`src/sv/iptp_pkg.sv`:
```
// ----------------------------------------------------------------------------
// iptp_pkg
// shared types and constants of the address text parser
// ----------------------------------------------------------------------------
package iptp_pkg;

	typedef struct packed {
		logic [7:0] char_code;
		logic       last_char;
	} in_item_t;

	typedef struct packed {
		logic        text_valid;
		logic        is_v4;
		logic [63:0] addr_high;
		logic [63:0] addr_low;
		logic [4:0]  range_code;
		logic        mapped_v4;
		logic        is_loopback;
		logic        routable_public;
	} out_item_t;

	// parse snapshot handed from the front part to the back part
	typedef struct packed {
		logic         valid;      // parse accepted
		logic         v4;
		logic [127:0] addr;
	} parsed_t;

	localparam logic [3:0] NO_COMPRESS = 4'd15;
	localparam logic [4:0] RC_PUBLIC   = 5'd0;
	localparam logic [4:0] RC_INVALID  = 5'd1;
	localparam logic [4:0] RC_V4_BASE  = 5'd2;
	localparam logic [4:0] RC_V6_UNSPEC = 5'd17;
	localparam logic [4:0] RC_V6_LOOP  = 5'd18;
	localparam logic [4:0] RC_V6_NAT64 = 5'd19;
	localparam logic [4:0] RC_V6_DISC  = 5'd20;
	localparam logic [4:0] RC_V6_DOC   = 5'd21;
	localparam logic [4:0] RC_V6_LINK  = 5'd22;
	localparam logic [4:0] RC_V6_ULA   = 5'd23;
	localparam logic [4:0] RC_V6_MCAST = 5'd24;

	localparam int V4_RANGES = 15;
	localparam logic [31:0] V4_NET [V4_RANGES] = '{
		32'h00000000, 32'h0A000000, 32'h64400000, 32'h7F000000, 32'hA9FE0000,
		32'hAC100000, 32'hC0000000, 32'hC0000200, 32'hC0586300, 32'hC0A80000,
		32'hC6120000, 32'hC6336400, 32'hCB007100, 32'hE0000000, 32'hF0000000
	};
	localparam logic [5:0] V4_BITS [V4_RANGES] = '{
		6'd8, 6'd8, 6'd10, 6'd8, 6'd16, 6'd12, 6'd24, 6'd24, 6'd24, 6'd16,
		6'd15, 6'd24, 6'd24, 6'd4, 6'd4
	};

	function automatic logic [4:0] v4_code(input logic [31:0] a);
		logic [4:0]  code;
		logic [31:0] m;
		code = RC_PUBLIC;
		for (int i = V4_RANGES - 1; i >= 0; i--) begin
			m = 32'hFFFFFFFF << (6'd32 - V4_BITS[i]);
			if ((a & m) == (V4_NET[i] & m))
				code = RC_V4_BASE + 5'(i);
		end
		return code;
	endfunction

endpackage

```
`src/sv/iptp_back.sv`:
```
// ----------------------------------------------------------------------------
// iptp_back
// range classification of a parsed address, registered output
// ----------------------------------------------------------------------------
module iptp_back import iptp_pkg::*; (
	input  logic      clk,
	input  logic      arst_n,
	input  logic      in_valid,
	input  parsed_t   in_snap,
	output logic      in_take,
	output logic      out_valid,
	input  logic      out_stall,
	output out_item_t out_item
);

	out_item_t r;
	logic [63:0] hi, lo;

	assign in_take = in_valid && (!out_valid || !out_stall);

	always_comb begin
		hi = in_snap.addr[127:64];
		lo = in_snap.addr[63:0];
		r = '0;
		r.range_code = RC_INVALID;
		if (in_snap.valid) begin
			r.text_valid = 1'b1;
			r.addr_high  = hi;
			r.addr_low   = lo;
			if (in_snap.v4) begin
				r.is_v4 = 1'b1;
				r.range_code = v4_code(lo[31:0]);
				r.is_loopback = lo[31:24] == 8'd127;
			end else if (hi == '0 && lo == '0) r.range_code = RC_V6_UNSPEC;
			else if (hi == '0 && lo == 64'd1) begin
				r.range_code = RC_V6_LOOP; r.is_loopback = 1'b1;
			end else if (hi == '0 && lo[63:32] == 32'h0000FFFF) begin
				r.mapped_v4 = 1'b1; r.range_code = v4_code(lo[31:0]);
			end else if (hi == 64'h0064FF9B00000000 && lo[63:32] == '0)
				r.range_code = RC_V6_NAT64;
			else if (hi == 64'h0100000000000000) r.range_code = RC_V6_DISC;
			else if (hi[63:32] == 32'h20010DB8) r.range_code = RC_V6_DOC;
			else if (hi[63:54] == 10'h3FA) r.range_code = RC_V6_LINK;
			else if (hi[63:57] == 7'h7E) r.range_code = RC_V6_ULA;
			else if (hi[63:56] == 8'hFF) r.range_code = RC_V6_MCAST;
			else r.range_code = RC_PUBLIC;
			r.routable_public = r.range_code == RC_PUBLIC;
		end
	end

	always_ff @(posedge clk or negedge arst_n) begin
		if (!arst_n) out_valid <= 1'b0;
		else if (in_take) out_valid <= 1'b1;
		else if (!out_stall) out_valid <= 1'b0;
	end

	always_ff @(posedge clk) begin
		if (in_take) out_item <= r;
	end

`ifndef NO_ASSERTIONS
	a_pub: assert property (@(posedge clk) disable iff (!arst_n)
		out_valid |-> out_item.routable_public ==
			(out_item.text_valid && out_item.range_code == RC_PUBLIC))
		else $error("public flag mismatch");
	a_inv: assert property (@(posedge clk) disable iff (!arst_n)
		out_valid && !out_item.text_valid |-> out_item.range_code == RC_INVALID)
		else $error("invalid code mismatch");
	a_hold: assert property (@(posedge clk) disable iff (!arst_n)
		out_valid && out_stall |=> out_valid && $stable(out_item))
		else $error("stalled result changed");
`endif

endmodule

```
`config.mk`:
```
export PLATFORM = sky130hd
export DESIGN_NAME = iptp_back
export DESIGN_NICKNAME = d
export VERILOG_FILES = /design/src/sv/iptp_pkg.sv /design/src/sv/iptp_back.sv
export SDC_FILE = /design/constraint.sdc
export NUM_CORES = 1
export LEC_CHECK = 0
export ABC_CLOCK_PERIOD_IN_PS = 28500
export BUFFER_PORTS_ARGS = -buffer_cell sky130_fd_sc_hd__buf_2
export CORE_MARGIN = 2
export CORE_UTILIZATION = 47
export DETAILED_ROUTE_END_ITERATION = 6
export PLACE_DENSITY = 0.8
export SLEW_MARGIN = 40
export SYNTH_ARGS = -nofsm -noshare
export SYNTH_HDL_FRONTEND = slang
export SYNTH_SLANG_ARGS = --single-unit
```
`constraint.sdc`:
```
create_clock -name clk -period 28.5 [get_ports clk]
set_input_delay 7.125 -clock clk [delete_from_list [all_inputs] [get_ports clk]]
set_output_delay 7.125 -clock clk [all_outputs]
set_load 0.005 [all_outputs]
```
==> results.json <==
{
  "status": "finished, final reports clean",
  "cp.required_ps": 21380,
  "worstPathArrival_ps": 8220,
  "synth_flop_cell": "edfxtp_1",
  "syn_inst": 446,
  "die_h_um": 117.6,
  "drt-pass1-iter-count": 5,
  "wl_per_cell_um": 17.91,
  "synth_edf_count": 138,
  "post_dp_cell_area_um2": 7614,
  "report.final.slew_viol_count": 0,
  "ys_seq_area_share_pct": 68.77,
  "r2r_end": "out_item[106]",
  "cp_cell_sequence": "buf_2 -> a21boi_4 -> buf_4 -> buf_2",
  "grt_max_degree": 130,
  "synth_fa_ha_area_share_pct": 0,
  "hold_end": "out_valid",
  "final_cell_mix": "buf_2 (273), edfxtp_1 (138), and2_1 (126)",
  "power_density_nw_per_um2": 60.67,
  "ctsLongestPathBuffers": 2,
  "p_int_uw": 387.8,
  "track_usage_pct": 23.81,
  "vias_per_cell": 5.259,
  "maxCapViolations": 0,
  "finalPower_uw": 495.4,
  "setup_viol": 0,
  "yosysWarningCount": 0,
  "synth_xor_area_share_pct": 0.1445,
  "hpwlAfterDp_um": 12050,
  "cts_tree": "done",
  "htreeDepth": 4,
  "fin_area_um2": 8165,
  "cts_resized": 0,
  "cp-end-kind": "output pin",
  "design.core.area_um2": 12620,
  "pwr-share-seq_pct": 48.9,
  "r2r_slack_ps": 26220,
  "crit_top_cell": "buf_2",
  "holdCritPathClass": "reg -> reg",
  "reg2reg_depth": 3,
  "synth_compound_area_share_pct": 2.890,
  "gp_congestion": 0.8382,
  "synth-simple-area-share_pct": 26.65,
  "switching_share_pct": 21.73,
  "drcViolationCount": 0,
  "die_w_um": 117.6,
  "std_cell_rows": 41,
  "max_freq_mhz": 65.16,
  "path_delay_family": "buffers and inverters",
  "synth_top_family_by_area": "simple AND/OR/NAND/NOR gates",
  "p_switching_uw": 107.7,
  "wl_um": 16320,
  "layout-drive-gt1-share_pct": 41.98,
  "netlist.top_cell.by_area": "edfxtp_1",
  "cts_buffers": 17,
  "avgSynthCellArea_um2": 13.59,
  "power_leakage_nw": 3.343,
  "vias": 4791,
  "crit_buf_inv": 3,
  "grt_overflow": 0,
  "ios": 274,
  "ys_top_cells_by_area": "edfxtp_1 (68%), and2_1 (13%), nor4_1 (2.9%)",
  "clockPowerShare_pct": 41.4,
  "critPathMaxFanout": 56,
  "finClkSkew_ps": 5.055,
  "rsz0062_at_grt": "no",
  "combPwrFrac_pct": 9.7,
  "slowest_stage": "buf_4",
  "grt_pass1_vias": 4738,
  "hold_viol": 0,
  "first_iter_violations": 422,
  "synth_top_area_share_pct": 68.36,
  "grt_antenna_before_repair": 3,
  "fillers": 1010,
  "final_common_cell": "buf_2",
  "path_class": "in -> out",
  "slew_headroom_pct": 48.80,
  "clk_pin_slew_ps": 50,
  "r2r_start": "out_valid",
  "cp_slowest_stage_delay_ps": 590,
  "area_growth_pct": 34.70,
  "postCtsHoldBufs": 0,
  "syn_nets": 580,
  "detail-route-antenna-nets": 0,
  "timing.final.crit_share_pct": 53.85,
  "cts-root-buf": "clkbuf_16",
  "fin_setup_tns_ps": 0,
  "dieArea_um2": 13820,
  "grt_pass1_wl_um": 25180,
  "ir_drop_mv": 0.03882,
  "port-buffer-count": 273,
  "synthMuxAreaShare_pct": 0,
  "hold_depth": 1,
  "hp-start": "out_valid",
  "finalCriticalPeriod_ps": 15350,
  "clock_latency_ps": 410,
  "worst_setup_path_start_kind": "primary input",
  "async_flop_share_pct": 0.7194,
  "tightestPinTransition_ps": 768.0,
  "ys_ff_latch": 139,
  "nNetsFinal": 857,
  "postCtsSetupBuffers": 0,
  "start_util_pct": 48.04,
  "ys_types": 42,
  "clkSinkCount": 139,
  "synthesis.area_um2": 6062
}
-- registers in the layout, summed over array words and instances, names as in the netlist --
name       count
out_valid      1
out_item     138
-- cells in the mapped netlist, drive strengths merged, types with 4 or more instances --
library cell,number
edfxtp,138
and2,127
nor4,30
nand2,18
nor2,18
clkbuf,17
nand4,15
nor3,12
nand4b,8
o21ai,7
or4,7
inv,5
nand3,4
nor4bb,4
-- worst register-to-register path, delay by kind of cell, from the launching register on --
kind	cells	cell delay (ps)
AO/OA/AOI/OAI	1	130
buffers and inverters	2	1280
flip-flops	1	410
-- area by class of cell --
class | instances | area (um2) | area share [%]
flip-flops and latches | 139 | 4169 | 51.06
multi-input cells | 283 | 1810 | 22.17
repair buffers | 276 | 1396 | 17.10
diodes | 3 | 7.507 | 0.09194
clock inverters | 10 | 100.1 | 1.226
inverters | 6 | 22.52 | 0.2758
clock buffers | 22 | 444.2 | 5.440
well taps | 172 | 215.2 | 2.636
-- power by group through the flow --
stage | Combinational, mW | Sequential (mW) | Clock, mW
global placement | 0.0466 | 0.246 | 0
CTS | 0.0482 | 0.242 | 0.208
finish | 0.0479 | 0.242 | 0.205
floorplan | 0.0162 | 0.253 | 0
detailed placement | 0.0480 | 0.246 | 0
global route | 0.0526 | 0.243 | 0.217
-- kinds of logic (layout without fill, tap and decap cells) --
group           count (synthesis)  after routing
other cells                     0              3
simple gates                  258            258
xor+xnor                        1              1
buf+inv                        24            314
compound gates                 24             24
flops                         139            139
-- worst max-delay path by stage --
stage / startpoint / to / slack, ps / cells after the start
3_3_place_gp: out_stall / in_take / 13170 / 4
2_1_floorplan: out_stall / in_take / 4180 / 1
5_1_grt: out_stall / in_take / 13070 / 4
3_5_place_dp: out_stall / in_take / 13130 / 4
6_report: out_stall / in_take / 13150 / 4
4_1_cts: out_stall / in_take / 13130 / 4
-- metal layers --
metal	global-route usage (%)	part of all wire [%]	vias to the layer above
met4	11.75	3.4	0
met1	28.35	40	2278
met3	7.752	7.6	35
li1	-	-	2250
met5	0	0	-
met2	39.04	49	228
-- per-stage QoR --
step	util [%]	setup slack, ps	instances	hold slack [ps]
2_1_floorplan	-	4176	446	490.6
3_3_place_gp	60.27	13170	876	542.8
3_5_place_dp	60.33	13130	876	545.0
4_1_cts	64.64	13130	908	556.3
5_1_grt	64.68	13070	910	591.5
6_report	64.70	13150	911	558.9
Note: power is estimated with default switching activity, not from simulation.
