<file path="src/sv/iptp_pkg.sv">
// ----------------------------------------------------------------------------
// iptp_pkg
// shared types and constants of the address text parser
// ----------------------------------------------------------------------------
package iptp_pkg;

	typedef struct packed {
		logic [7:0] char_code;
		logic       last_char;
	} in_item_t;

	typedef struct packed {
		logic        text_valid;
		logic        is_v4;
		logic [63:0] addr_high;
		logic [63:0] addr_low;
		logic [4:0]  range_code;
		logic        mapped_v4;
		logic        is_loopback;
		logic        routable_public;
	} out_item_t;

	// parse snapshot handed from the front part to the back part
	typedef struct packed {
		logic         valid;      // parse accepted
		logic         v4;
		logic [127:0] addr;
	} parsed_t;

	localparam logic [3:0] NO_COMPRESS = 4'd15;
	localparam logic [4:0] RC_PUBLIC   = 5'd0;
	localparam logic [4:0] RC_INVALID  = 5'd1;
	localparam logic [4:0] RC_V4_BASE  = 5'd2;
	localparam logic [4:0] RC_V6_UNSPEC = 5'd17;
	localparam logic [4:0] RC_V6_LOOP  = 5'd18;
	localparam logic [4:0] RC_V6_NAT64 = 5'd19;
	localparam logic [4:0] RC_V6_DISC  = 5'd20;
	localparam logic [4:0] RC_V6_DOC   = 5'd21;
	localparam logic [4:0] RC_V6_LINK  = 5'd22;
	localparam logic [4:0] RC_V6_ULA   = 5'd23;
	localparam logic [4:0] RC_V6_MCAST = 5'd24;

	localparam int V4_RANGES = 15;
	localparam logic [31:0] V4_NET [V4_RANGES] = '{
		32'h00000000, 32'h0A000000, 32'h64400000, 32'h7F000000, 32'hA9FE0000,
		32'hAC100000, 32'hC0000000, 32'hC0000200, 32'hC0586300, 32'hC0A80000,
		32'hC6120000, 32'hC6336400, 32'hCB007100, 32'hE0000000, 32'hF0000000
	};
	localparam logic [5:0] V4_BITS [V4_RANGES] = '{
		6'd8, 6'd8, 6'd10, 6'd8, 6'd16, 6'd12, 6'd24, 6'd24, 6'd24, 6'd16,
		6'd15, 6'd24, 6'd24, 6'd4, 6'd4
	};

	function automatic logic [4:0] v4_code(input logic [31:0] a);
		logic [4:0]  code;
		logic [31:0] m;
		code = RC_PUBLIC;
		for (int i = V4_RANGES - 1; i >= 0; i--) begin
			m = 32'hFFFFFFFF << (6'd32 - V4_BITS[i]);
			if ((a & m) == (V4_NET[i] & m))
				code = RC_V4_BASE + 5'(i);
		end
		return code;
	endfunction

endpackage

</file>
<file path="src/sv/iptp_fifo.sv">
// ----------------------------------------------------------------------------
// iptp_fifo
// short queue of parse snapshots between front and back parts
// ----------------------------------------------------------------------------
module iptp_fifo import iptp_pkg::*; #(
	parameter int DEPTH = 4
) (
	input  logic    clk,
	input  logic    arst_n,
	input  logic    wr_en,
	input  parsed_t wr_data,
	output logic    full,
	output logic    rd_valid,
	input  logic    rd_en,
	output parsed_t rd_data
);

	localparam int AW = (DEPTH > 1) ? $clog2(DEPTH) : 1;

	parsed_t        mem_q [DEPTH];
	logic [AW-1:0]  wp_q, rp_q;
	logic [AW:0]    cnt_q;

	assign full     = cnt_q == (AW+1)'(DEPTH);
	assign rd_valid = cnt_q != '0;
	assign rd_data  = mem_q[rp_q];

	always_ff @(posedge clk) begin
		if (wr_en) mem_q[wp_q] <= wr_data;
	end

	always_ff @(posedge clk or negedge arst_n) begin
		if (!arst_n) begin
			wp_q <= '0; rp_q <= '0; cnt_q <= '0;
		end else begin
			if (wr_en) wp_q <= (wp_q == AW'(DEPTH - 1)) ? '0 : wp_q + 1'b1;
			if (rd_en) rp_q <= (rp_q == AW'(DEPTH - 1)) ? '0 : rp_q + 1'b1;
			cnt_q <= cnt_q + (AW+1)'(wr_en) - (AW+1)'(rd_en);
		end
	end

`ifndef NO_ASSERTIONS
	a_no_overflow: assert property (@(posedge clk) disable iff (!arst_n)
		full |-> !wr_en || rd_en) else $error("queue overflow");
	a_no_underflow: assert property (@(posedge clk) disable iff (!arst_n)
		rd_en |-> rd_valid) else $error("queue underflow");
	a_count: assert property (@(posedge clk) disable iff (!arst_n)
		cnt_q <= (AW+1)'(DEPTH)) else $error("queue count out of range");
`endif

endmodule

</file>
<file path="config.mk">
export PLATFORM = sky130hd
export DESIGN_NAME = iptp_fifo
export DESIGN_NICKNAME = d
export VERILOG_FILES = /design/src/sv/iptp_pkg.sv /design/src/sv/iptp_fifo.sv
export SDC_FILE = /design/constraint.sdc
export NUM_CORES = 1
export LEC_CHECK = 0
export BUFFER_PORTS_ARGS = -buffer_cell sky130_fd_sc_hd__buf_4
export CORE_MARGIN = 3
export CORE_UTILIZATION = 50
export CTS_CLUSTER_SIZE = 24
export DETAILED_ROUTE_END_ITERATION = 12
export GPL_ROUTABILITY_DRIVEN = 0
export MAX_ROUTING_LAYER = met4
export PLACE_DENSITY = 0.78
export SYNTH_ARGS = -nofsm -noshare
export SYNTH_HDL_FRONTEND = slang
export SYNTH_SLANG_ARGS = --single-unit
</file>
<file path="constraint.sdc">
create_clock -name clk -period 7.2 [get_ports clk]
set_input_delay 0 -clock clk [delete_from_list [all_inputs] [get_ports clk]]
set_output_delay 0 -clock clk [all_outputs]
set_load 0.1 [all_outputs]
</file>
==> results of run 1 <==
cell type report:
class	instances	share of cell area
inverters	6	0.000914
well taps	511	0.0260
flip-flops and latches	527	0.641
clock inverters	29	0.00843
repair buffers	410	0.139
clock buffers	66	0.0562
diodes	5	0.000508
multi-input cells	153	0.128
how the worst max path moves through the flow:
stage	from	to	cells past startpoint	slack (ns)
floorplan	wp_q[0]	mem_q[2][0]	3	3.10
finish	rp_q[0]	rd_data[85]	3	4.22
detailed placement	wp_q[0]	mem_q[2][65]	4	4.28
CTS	rp_q[0]	rd_data[45]	3	4.12
global route	rp_q[0]	rd_data[85]	3	3.99
global placement	wp_q[1]	mem_q[1][1]	4	4.31
through the flow:
step / instances / hold slack (ns)
final: 1707 / 0.163
after global routing: 1707 / 0.146
after CTS: 1702 / 0.121
after detailed placement: 1473 / -0.176
after global placement: 1473 / -0.176
after floorplan: 716 / -0.296
cell usage after synthesis, types with 2 or more instances:
library cell	count	area, µm²
and2_1	4	25.0
ha_1	7	87.6
inv_1	6	22.5
o21ai_0	2	10.0
buf_2	15	75.1
mux2_2	2	22.5
mux4_2	130	2930
clkbuf_1	4	15.0
xnor2_1	2	17.5
buf_6	10	113
dfrtp_1	7	175
edfxtp_1	520	15600
layer usage:
layer / vias to the layer above / part of all wire
met5: - / 0
met4: 0 / 0.028
met3: 79 / 0.072
met2: 332 / 0.50
met1: 4754 / 0.40
li1: 3971 / -
cells by family (layout without fill, tap and decap cells):
family,Yosys count,in the layout,synth area share
multiplexers,132,132,0.154
AND/OR/NAND/NOR,9,9,0.00281
AO/OA/AOI/OAI,2,2,0.000522
flip-flops,527,527,0.824
buffers and inverters,36,511,0.0121
XOR/XNOR,2,2,0.000914
other,0,5,0
adder cells (fa/ha/maj),8,8,0.00562
state kept, by name, indices dropped and copies added, names as in the netlist:
register / flops
wp_q: 2
mem_q: 520
cnt_q: 3
rp_q: 2
==> impl_results.md, run 1 <==
* Status: complete, no violations
* CTS tree: built
* Delay-heaviest family, CP: buffers and inverters
* WP buf/inv at 2
* Clock Tree Buf Depth at 3
* Beginning of the worst hold path: wr_data[109]
* Post-route cell area at 24600 µm²
* Met3 Use GR at 0.0498
* Pins over their slew limit at 0
* Hold path cells at 2
* FF+latch area at 15800 µm²
* Area of the multi-input gates at 3150 µm²
* First-pass GRT wire length at 60.3 mm
* Syn nets at 858
* Max-Cap Viols at 0
* GR Util All Layers at 0.201
* Slew HR at 0.286
* Final hold violation count at 0
* Clk root buf: clkbuf_16
* Slowest stage delay, CP at 0.72 ns
* Post-Syn Area at 19200 µm²
* Reg2reg start: wp_q[1]
* Pin count of the biggest net entering global routing at 70
* Core area at 37800 µm²
* Worst R2R End: mem_q[1][4]
* TritonCTS Buffers at 51
* Worst-margin pin slew at 1.07 ns
* Hold WC Path Type: input pin to flip-flop
* Via count at 9136
* Worst path arrival time at 2.98 ns
* CP Class: flip-flop to output port
* Initial antenna violation count at 5
* Total gr overflow at 0
* Via density at 5.35
* CP most frequent cell: buf_4
* Post-synthesis cell count at 716
* Clk slew on worst S/H paths at 0.06 ns
* Drt wl/cell at 22.8 µm
* # rows at 71
* Final WL at 38.9 mm
* Worst r2r path cells at 4
* Main flop type after synthesis: edfxtp_1
* Die outline width at 202 µm
* Die H at 202 µm
* Initial Util at 0.508
* Hold Buf Count CTS at 134
* Met1 usage at 0.263
* Worst Hold End: mem_q[1][109]
* Vias in the first global route at 9927
* Unrepaired setup endpoints after global routing: no
* Ys Warns at 0
* Fin Clk Skew at 0.00999 ns
* Tcrit/Tclk final at 0.414
* PostCTS Resize Cnt at 0
* H-tree levels at 2
* CTS sink cnt at 527
* Antenna-violating nets left at 0
* Fin crit period at 2.98 ns
* Seq/Total Area, Yosys at 0.824
* Syn Area/Cell at 26.8 µm²
* NumNets Final at 1291
* Maximum fanout along the worst path at 43
* Crit path max-delay cell type: buf_4
* Area Growth Syn to Fin at 28.5%
* Grt met2 use at 0.316
* Busiest grt layer: met2
* Reg2reg setup slack at 4.32 ns
* # DRC at 0
* Pre-CTS WS at 4.28 ns
* Worst setup SP type: flip-flop
* Share of layout cells above drive strength 1 at 0.406
* Setup violators final at 0
* Max Clk Rate at 335 MHz
* Fillers at 2352
* Async SR Flop Fraction at 0.0133
* FF+latch count, synth at 527
* CP required at 7.20 ns
* IO Port Bufs at 265
* Post-CTS Setup Bufs at 0
* EDFF count, synth at 520
* Nature of the critical path endpoint: output port
* PnR worst setup slack at 4.22 ns
* Number of library cell types mapped by synthesis at 19
* Most frequent cells in the layout: edfxtp_1, buf_4, dlygate4sd3_1
* Initial DRC count at 504
* Placed instance area at 21700 µm²
* Post-DP HPWL at 21.5 mm
* TritonRoute pass-1 iters at 5
* Die area at 40700 µm²
* I/O pin cnt at 266
* Commonest non-fill, non-tap cell in the layout: edfxtp_1
* Fin util at 0.652
* Final TNS setup at 0 ns
* Clock Latency Late Sink at 0.58 ns
* Worst path cell trace: buf_4 -> mux4_2 -> buf_4
Power of run 1 is not shown: default switching activity piles up to over one toggle a cycle in this logic, so the estimate is an artifact.
==> run 2, diff against run 1 <==
- PLACE_DENSITY: 0.78 -> 0.81
- clock period: 7.2 -> 2.7 ns (I/O delays scaled with it)
==> run 2 against run 1 <==
Final cell count grew 1.0%; die area is the same; clock skew grew 0.0089 ns; routed wire length grew 4.2%; critical path depth is the same; global-route usage grew 0.77 points; via count grew 0.81%; first-iteration DRC count grew 16%; clock-buffer cell count shrank 3; largest cell class unchanged; final area grew 1.9%; sequential share of layout area shrank 1.2 points.
==> impl_results.md, run 2 (same netlist as run 1, synthesis figures left out) <==
* FF+latch area at 15800 µm²
* Tcrit/Tclk final at 0.925
* NumNets Final at 1309
* CP Class: flip-flop to output port
* Setup violators final at 0
* Max reg flops at 520
* Via density at 5.34
* # DRC at 0
* Final WL at 40.5 mm
* Hold WC Path Type: input pin to flip-flop
* Fin crit period at 2.50 ns
* CTS sink cnt at 527
* Worst setup SP type: flip-flop
* TritonRoute pass-1 iters at 5
* Pins over their slew limit at 0
* Fin util at 0.665
* Worst-margin pin slew at 0.676 ns
* First-pass GRT wire length at 62.0 mm
* Clk root buf: clkbuf_16
* Clock Tree Buf Depth at 3
* Area of the multi-input gates at 3150 µm²
* WP buf/inv at 2
* Vias in the first global route at 10200
* Biggest regs: mem_q x520, cnt_q x3
* CP required at 2.70 ns
* Share of layout cells above drive strength 1 at 0.418
* Clk slew on worst S/H paths at 0.06 ns
* Total gr overflow at 0
* Area Growth Syn to Fin at 30.9%
* IO Port Bufs at 265
* Post-CTS Setup Bufs at 0
* Worst path arrival time at 2.50 ns
* Core area at 37800 µm²
* Slowest stage delay, CP at 0.73 ns
* GR Util All Layers at 0.209
* Fin Clk Skew at 0.0189 ns
* Status: complete, no violations
* Die outline width at 202 µm
* Maximum fanout along the worst path at 21
* # rows at 71
* Top reg by flops: mem_q
* Initial DRC count at 583
* Max-Cap Viols at 0
* Die H at 202 µm
* Slew HR at 0.550
* Initial antenna violation count at 7
* CP most frequent cell: buf_4
* Most frequent cells in the layout: edfxtp_1, buf_4, dlygate4sd3_1
* CTS tree: built
* Die area at 40700 µm²
* I/O pin cnt at 266
* Clock Latency Late Sink at 0.58 ns
* Pin count of the biggest net entering global routing at 71
* Final TNS setup at 0 ns
* Via count at 9210
* Nature of the critical path endpoint: output port
* TritonCTS Buffers at 50
* Commonest non-fill, non-tap cell in the layout: edfxtp_1
* Drt wl/cell at 23.5 µm
* Antenna-violating nets left at 0
* Worst path cell trace: buf_4 -> mux4_2 -> buf_4
* Delay-heaviest family, CP: flip-flops
* H-tree levels at 2
* Fillers at 2286
* Initial Util at 0.508
* Unrepaired setup endpoints after global routing: no
* Max Clk Rate at 400 MHz
* Crit path max-delay cell type: dfrtp_4
* Post-DP HPWL at 23.1 mm
* Final hold violation count at 0
run 2: timing repair:
action                    in CTS  in global routing
hold buffers                 134                  0
resized for setup              0                  0
hold endpoints to repair     533                  0
run 2: metal layers:
layer / track usage / up-vias / wire length [µm]
met2: 0.330 / 357 / 20600
met4: 0.0650 / 0 / 1150
met1: 0.267 / 4767 / 15700
li1: - / 4016 / -
met5: - / - / 0
met3: 0.0613 / 70 / 3100
run 2: path summary, 6_finish.rpt:
path | from | end | slack [ns] | cells after the start
setup / recovery | rp_q[0] | rd_data[127] | 0.20 | 3
hold / removal | wr_data[125] | mem_q[3][125] | 0.16 | 2
setup reg to reg | wp_q[0] | mem_q[0][80] | 0.84 | 4
hold reg to reg | cnt_q[1] | cnt_q[2] | 0.61 | 2
max in group asynchronous | arst_n | rp_q[0] | 2.01 | 3
min in group asynchronous | arst_n | cnt_q[0] | 0.40 | 3
run 2: layout make-up:
type                    count  area share
clock buffers              63      0.0544
diodes                      7    0.000698
multi-input cells         153       0.126
clock inverters            28      0.0107
flip-flops and latches    527       0.630
well taps                 511      0.0255
repair buffers            429       0.153
inverters                   6    0.000898
run 2: per-stage QoR:
stage               hold slack [ns]  cells  worst slack, ns  cell area [µm²]
global placement             -0.184   1492            0.806            22100
CTS                           0.125   1717            0.135            25100
detailed placement           -0.182   1492            0.784            22100
floorplan                    -0.296    716           0.0434            19200
finish                        0.163   1724            0.203            25100
global route                  0.134   1724           0.0269            25100
Power of run 2 is left out for the same reason.
